**src/sv/tun_pkg.sv**
```systemverilog
// ----------------------------------------------------------------------------
// tun_pkg
// Shared constants and types for the triangle unit normal pipeline.
// ----------------------------------------------------------------------------
package tun_pkg;

    localparam int COORD_BITS_DEF       = 16;
    localparam int NORMAL_FRAC_BITS_DEF = 15;

    typedef struct packed {
        logic [2:0] neg;
        logic       degen;
    } tun_flags_t;

endpackage

```
**src/sv/tun_digit.sv**
```systemverilog
// ----------------------------------------------------------------------------
// tun_digit
// One quotient bit of the rounded unit magnitude for all three lanes.
// ----------------------------------------------------------------------------
module tun_digit #(
    parameter  int COORD_BITS       = tun_pkg::COORD_BITS_DEF,
    parameter  int NORMAL_FRAC_BITS = tun_pkg::NORMAL_FRAC_BITS_DEF,
    parameter  int BIT              = 0,
    localparam int MW               = 2 * (COORD_BITS + 1),
    localparam int SW               = 2 * MW + 2,
    localparam int TW               = 2 * MW + 2 * NORMAL_FRAC_BITS + 2,
    localparam int W                = TW + 3,
    localparam int QW               = NORMAL_FRAC_BITS + 1
) (
    input  logic                 clk,
    input  logic                 en,
    input  logic signed [W-1:0]  r_in [3],
    input  logic signed [W-1:0]  b_in [3],
    input  logic [QW-1:0]        q_in [3],
    input  logic [SW-1:0]        s_in,
    input  tun_pkg::tun_flags_t  flags_in,
    output logic signed [W-1:0]  r_out [3],
    output logic signed [W-1:0]  b_out [3],
    output logic [QW-1:0]        q_out [3],
    output logic [SW-1:0]        s_out,
    output tun_pkg::tun_flags_t  flags_out
);

    logic signed [W-1:0] ds;
    logic signed [W-1:0] inc [3];
    logic signed [W-1:0] trial [3];
    logic [2:0]          acc;
    logic signed [W-1:0] r_next [3];
    logic signed [W-1:0] b_next [3];
    logic [QW-1:0]       q_next [3];

    logic signed [W-1:0] r_reg [3];
    logic signed [W-1:0] b_reg [3];
    logic [QW-1:0]       q_reg [3];
    logic [SW-1:0]       s_reg;
    tun_pkg::tun_flags_t flags_reg;

    // accept bit iff T >= (2q'-1)^2 S, tracked as remainder R and B = (2q-1) S
    always_comb
    begin
        ds = $signed(W'(s_in) << (BIT + 1));
        for (int i = 0; i < 3; i++)
        begin
            inc[i]    = (b_in[i] <<< 1) + ds;
            trial[i]  = r_in[i] - (inc[i] <<< (BIT + 1));
            acc[i]    = ~trial[i][W-1];
            r_next[i] = acc[i] ? trial[i] : r_in[i];
            b_next[i] = acc[i] ? (b_in[i] + ds) : b_in[i];
            q_next[i] = acc[i] ? (q_in[i] | (QW'(1) << BIT)) : q_in[i];
        end
    end

    always_ff @(posedge clk)
    begin
        if (en)
        begin
            r_reg     <= r_next;
            b_reg     <= b_next;
            q_reg     <= q_next;
            s_reg     <= s_in;
            flags_reg <= flags_in;
        end
    end

    assign r_out     = r_reg;
    assign b_out     = b_reg;
    assign q_out     = q_reg;
    assign s_out     = s_reg;
    assign flags_out = flags_reg;

endmodule

```
**config.mk**
```make
export PLATFORM = sky130hd
export DESIGN_NAME = tun_digit
export DESIGN_NICKNAME = d
export VERILOG_FILES = /design/src/sv/tun_pkg.sv /design/src/sv/tun_digit.sv
export SDC_FILE = /design/constraint.sdc
export NUM_CORES = 2
export LEC_CHECK = 0
export BUFFER_PORTS_ARGS = -buffer_cell sky130_fd_sc_hd__buf_2
export CAP_MARGIN = 20
export CORE_AREA = 4 4 582 584
export DETAILED_ROUTE_END_ITERATION = 7
export DIE_AREA = 0 0 586 588
export GPL_TIMING_DRIVEN = 0
export PLACE_DENSITY_LB_ADDON = 0.15
export SETUP_SLACK_MARGIN = 0.5
export SYNTH_ARGS = -nofsm -noshare
export SYNTH_HDL_FRONTEND = slang
export SYNTH_SLANG_ARGS = --single-unit
export TNS_END_PERCENT = 100
```
**constraint.sdc**
```tcl
create_clock -name clk -period 9.3 [get_ports clk]
set_input_delay 0.93 -clock clk [delete_from_list [all_inputs] [get_ports clk]]
set_output_delay 0.93 -clock clk [all_outputs]
set_load 0.01 [all_outputs]
```
==> key figures <==
Synthesis
  – Xor-xnor portion of the synthesized cell area: 0.104
  – Synth Area in Compound Gates: 0.257
  – Gate Count Post-Synth: 8,849
  – Post-synth EDFFs: 740
  – Simple-Gate Fraction of Synth Area: 0.174
  – Synth cell types: 91
  – Syn_nets: 10,300
  – Main combinational cell family by area after synthesis: compound AO/OA/AOI/OAI gates
  – Post-synthesis register bit count: 740
  – Async SR Flop Fraction: 0
  – Post-synthesis sequential area ratio: 0.302
  – Synth warn: 0
  – Mux share of post-synthesis cell area: 0.00252
  – Mapped cell area: 73,600 um^2
  – Synth Flop Type: edfxtp_1
  – Synthesized area per cell: between 8 and 9 um^2
  – Adder-Cell Fraction of Synth Area: 0.125

Floorplanning
  – Die ar.: 345,000 um^2
  – Row Count: approximately 210
  – Ports: 1,482
  – Die Y: slightly below 600 um
  – Chip width: 586 um
  – CORE AREA: 333,000 um^2
  – Initial Utilization: 0.221

Worst setup path
  – Largest stage delay, worst path: 540 ps
  – Critical path's top delay family: compound AO/OA/AOI/OAI gates
  – Type of element capturing the critical path: flip-flop
  – Buf+Inv Stages, Crit Path: 9
  – Crit-path slowest cell: nor3_1
  – Worst EP arrival: 9140 ps
  – CP startpoint kind: input port
  – Crit path required time: 9860 ps
  – CP max FO: 10
  – Crit Path Category: in2reg

Pwr
  – Leak: roughly 0.038 uW
  – Worst IR Drop VDD: 0.000146 V
  – PwrDens: roughly 190 nW/um^2

Global route
  – Number of global-route vias before repair: about 76,000
  – Largest net degree at the start of global routing: 116
  – Overflow after GRT: 0
  – Initial antenna violation count: 153
  – Gr usage total: 0.247
  – First-pass GRT wire length: slightly above 600 mm

Placement
  – Area post-placement: 86,800 um^2
  – GPL Wtd Cong: 0.961
  – Port Buffers: 1,472
  – Post-DP HPWL: approximately 380 mm
  – Pre-CTS setup slack: -3290 ps

Timing
  – Final setup margin: about 710 ps
  – Worst slew margin: 0.232
  – Final Hold Fails: 0
  – Fin crit period: 8590 ps
  – Tcrit/Tclk final: 0.923
  – F_max: 0.116 GHz
  – RSZ-0062 raised after global routing: true
  – Final setup violating endpoints: 0
  – Max-slew violations: 0
  – Worst-Margin Slew: 1140 ps

Job
  – Max cap viols: 0

Clock network
  – Depth of the CTS H-tree: 3
  – Hold_buf cts: 0
  – Sink Count: 740
  – Clock buffer depth: 4
  – TritonCTS clock tree: done
  – CTS Buf Count: 105
  – CTS root buf: clkbuf_16
  – Clock transition at path regs: 60 ps

Hold path
  – Worst hold path type: in2reg

Cells and area
  – Final Util: 0.274
  – Final net count: 11,900
  – Commonest non-fill, non-tap cell in the layout: buf_2
  – Most frequent cells in the layout: 1,500 x buf_2, 1,119 x a21oi_1, 908 x nand2_1
  – Final instance area: 91,200 um^2
  – Share of cells above drive strength 1: 0.183
  – Area Growth Syn to Fin: 23.9%

Run status
  – Status: complete, no violations

Route
  – Average vias per placed instance: 5.16
  – Routed Antenna Nets: 0
  – Final wirelength: ~450 mm
  – Drt first pass iters: 7
  – DRC: 0
  – Routed length per instance: 29.8 um
  – Via Count: 77,300
  – Initial DRC count: 5,793
==> Yosys cell counts (all sizes together), types with 18 or more instances <==
| master | instances | area share |
|---|---|---|
| o21bai | 178 | 0.018 |
| nor3 | 158 | 0.011 |
| a221o | 18 | 0.0024 |
| ha | 720 | 0.12 |
| o21ai | 719 | 0.049 |
| edfxtp | 740 | 0.30 |
| nand2b | 86 | 0.0073 |
| a21oi | 1139 | 0.077 |
| a221oi | 26 | 0.0031 |
| nor2b | 80 | 0.0068 |
| nor2 | 699 | 0.036 |
| buf | 98 | 0.0068 |
| o21a | 75 | 0.0077 |
| a211oi | 62 | 0.0063 |
| clkbuf | 319 | 0.016 |
| or3 | 35 | 0.0030 |
| a31oi | 94 | 0.0080 |
| and3 | 92 | 0.0078 |
| xor2 | 378 | 0.045 |
| xnor2 | 499 | 0.059 |
| or2 | 27 | 0.0023 |
| a21boi | 25 | 0.0026 |
| o31ai | 57 | 0.0060 |
| and4 | 38 | 0.0045 |
| nand4 | 236 | 0.020 |
| nand2 | 909 | 0.046 |
| inv | 231 | 0.012 |
| o211ai | 54 | 0.0055 |
| a2111oi | 18 | 0.0022 |
| a21o | 467 | 0.048 |
| and2 | 48 | 0.0041 |
| nor4 | 54 | 0.0046 |
| nand3 | 216 | 0.015 |
==> power by group <==
part | internal [uW] | switching [uW]
Clock | 2330 | 1770
Sequential | 4540 | 268
Combinational | 2900 | 5860
==> layer usage <==
metal	up-vias	wire, um	track usage
li1	36200	-	-
met1	37800	190000	0.314
met2	2741	211000	0.414
met3	504	27600	0.0426
met4	48	18000	0.0928
met5	-	310	0
==> final cells by class <==
class                           instances  area (um^2)
Buffer                                417         1930
Fill cell                           36500       242000
Clock inverter                         66          671
Antenna cell                           64          160
Sequential cell                       740        22200
Timing Repair Buffer                 1507         7930
Inverter                              232          875
Tap cell                             4387         5490
Multi-Input combinational cell       7460        49200
Clock buffer                          119         2680
==> cell families after synthesis <==
| kind of cell | Yosys count |
|---|---|
| compound gates | 3103 |
| simple gates | 2734 |
| xor+xnor | 877 |
| flops | 740 |
| fa+ha+maj | 729 |
| buf+inv | 649 |
| mux | 17 |
==> state kept, by name, summed over array words and instances (netlist names) <==
signal     flops
b_out        309
flags_out      4
q_out         48
r_out        309
s_out         70
==> metrics by stage <==
step                      hold WS (ps)   TNS, ps  instances  power (uW)
after floorplan                   1030         0       8849        9710
after global placement            1110  -6425330      14700       13600
after detailed placement          1110  -1269220      14700       13500
after CTS                          170         0      14900       17800
after global routing               194         0      15000       18700
final                              262         0      15000       17700
==> final timing paths <==
| kind | start | end | slack, ps | cells after the start |
|---|---|---|---|---|
| worst max-delay path | s_in[1] | b_out[210] | 710 | 29 |
| worst min-delay path | q_in[9] | q_out[9] | 260 | 1 |
==> what timing repair did <==
item / 4_1_cts / 5_1_grt
cloned: 0 / 0
pin swaps: 4 / 3
setup buffers: 4 / 8
gates resized for setup: 130 / 117
endpoints found under the setup margin: 612 / 601
Power figures use the tool's default switching activity.
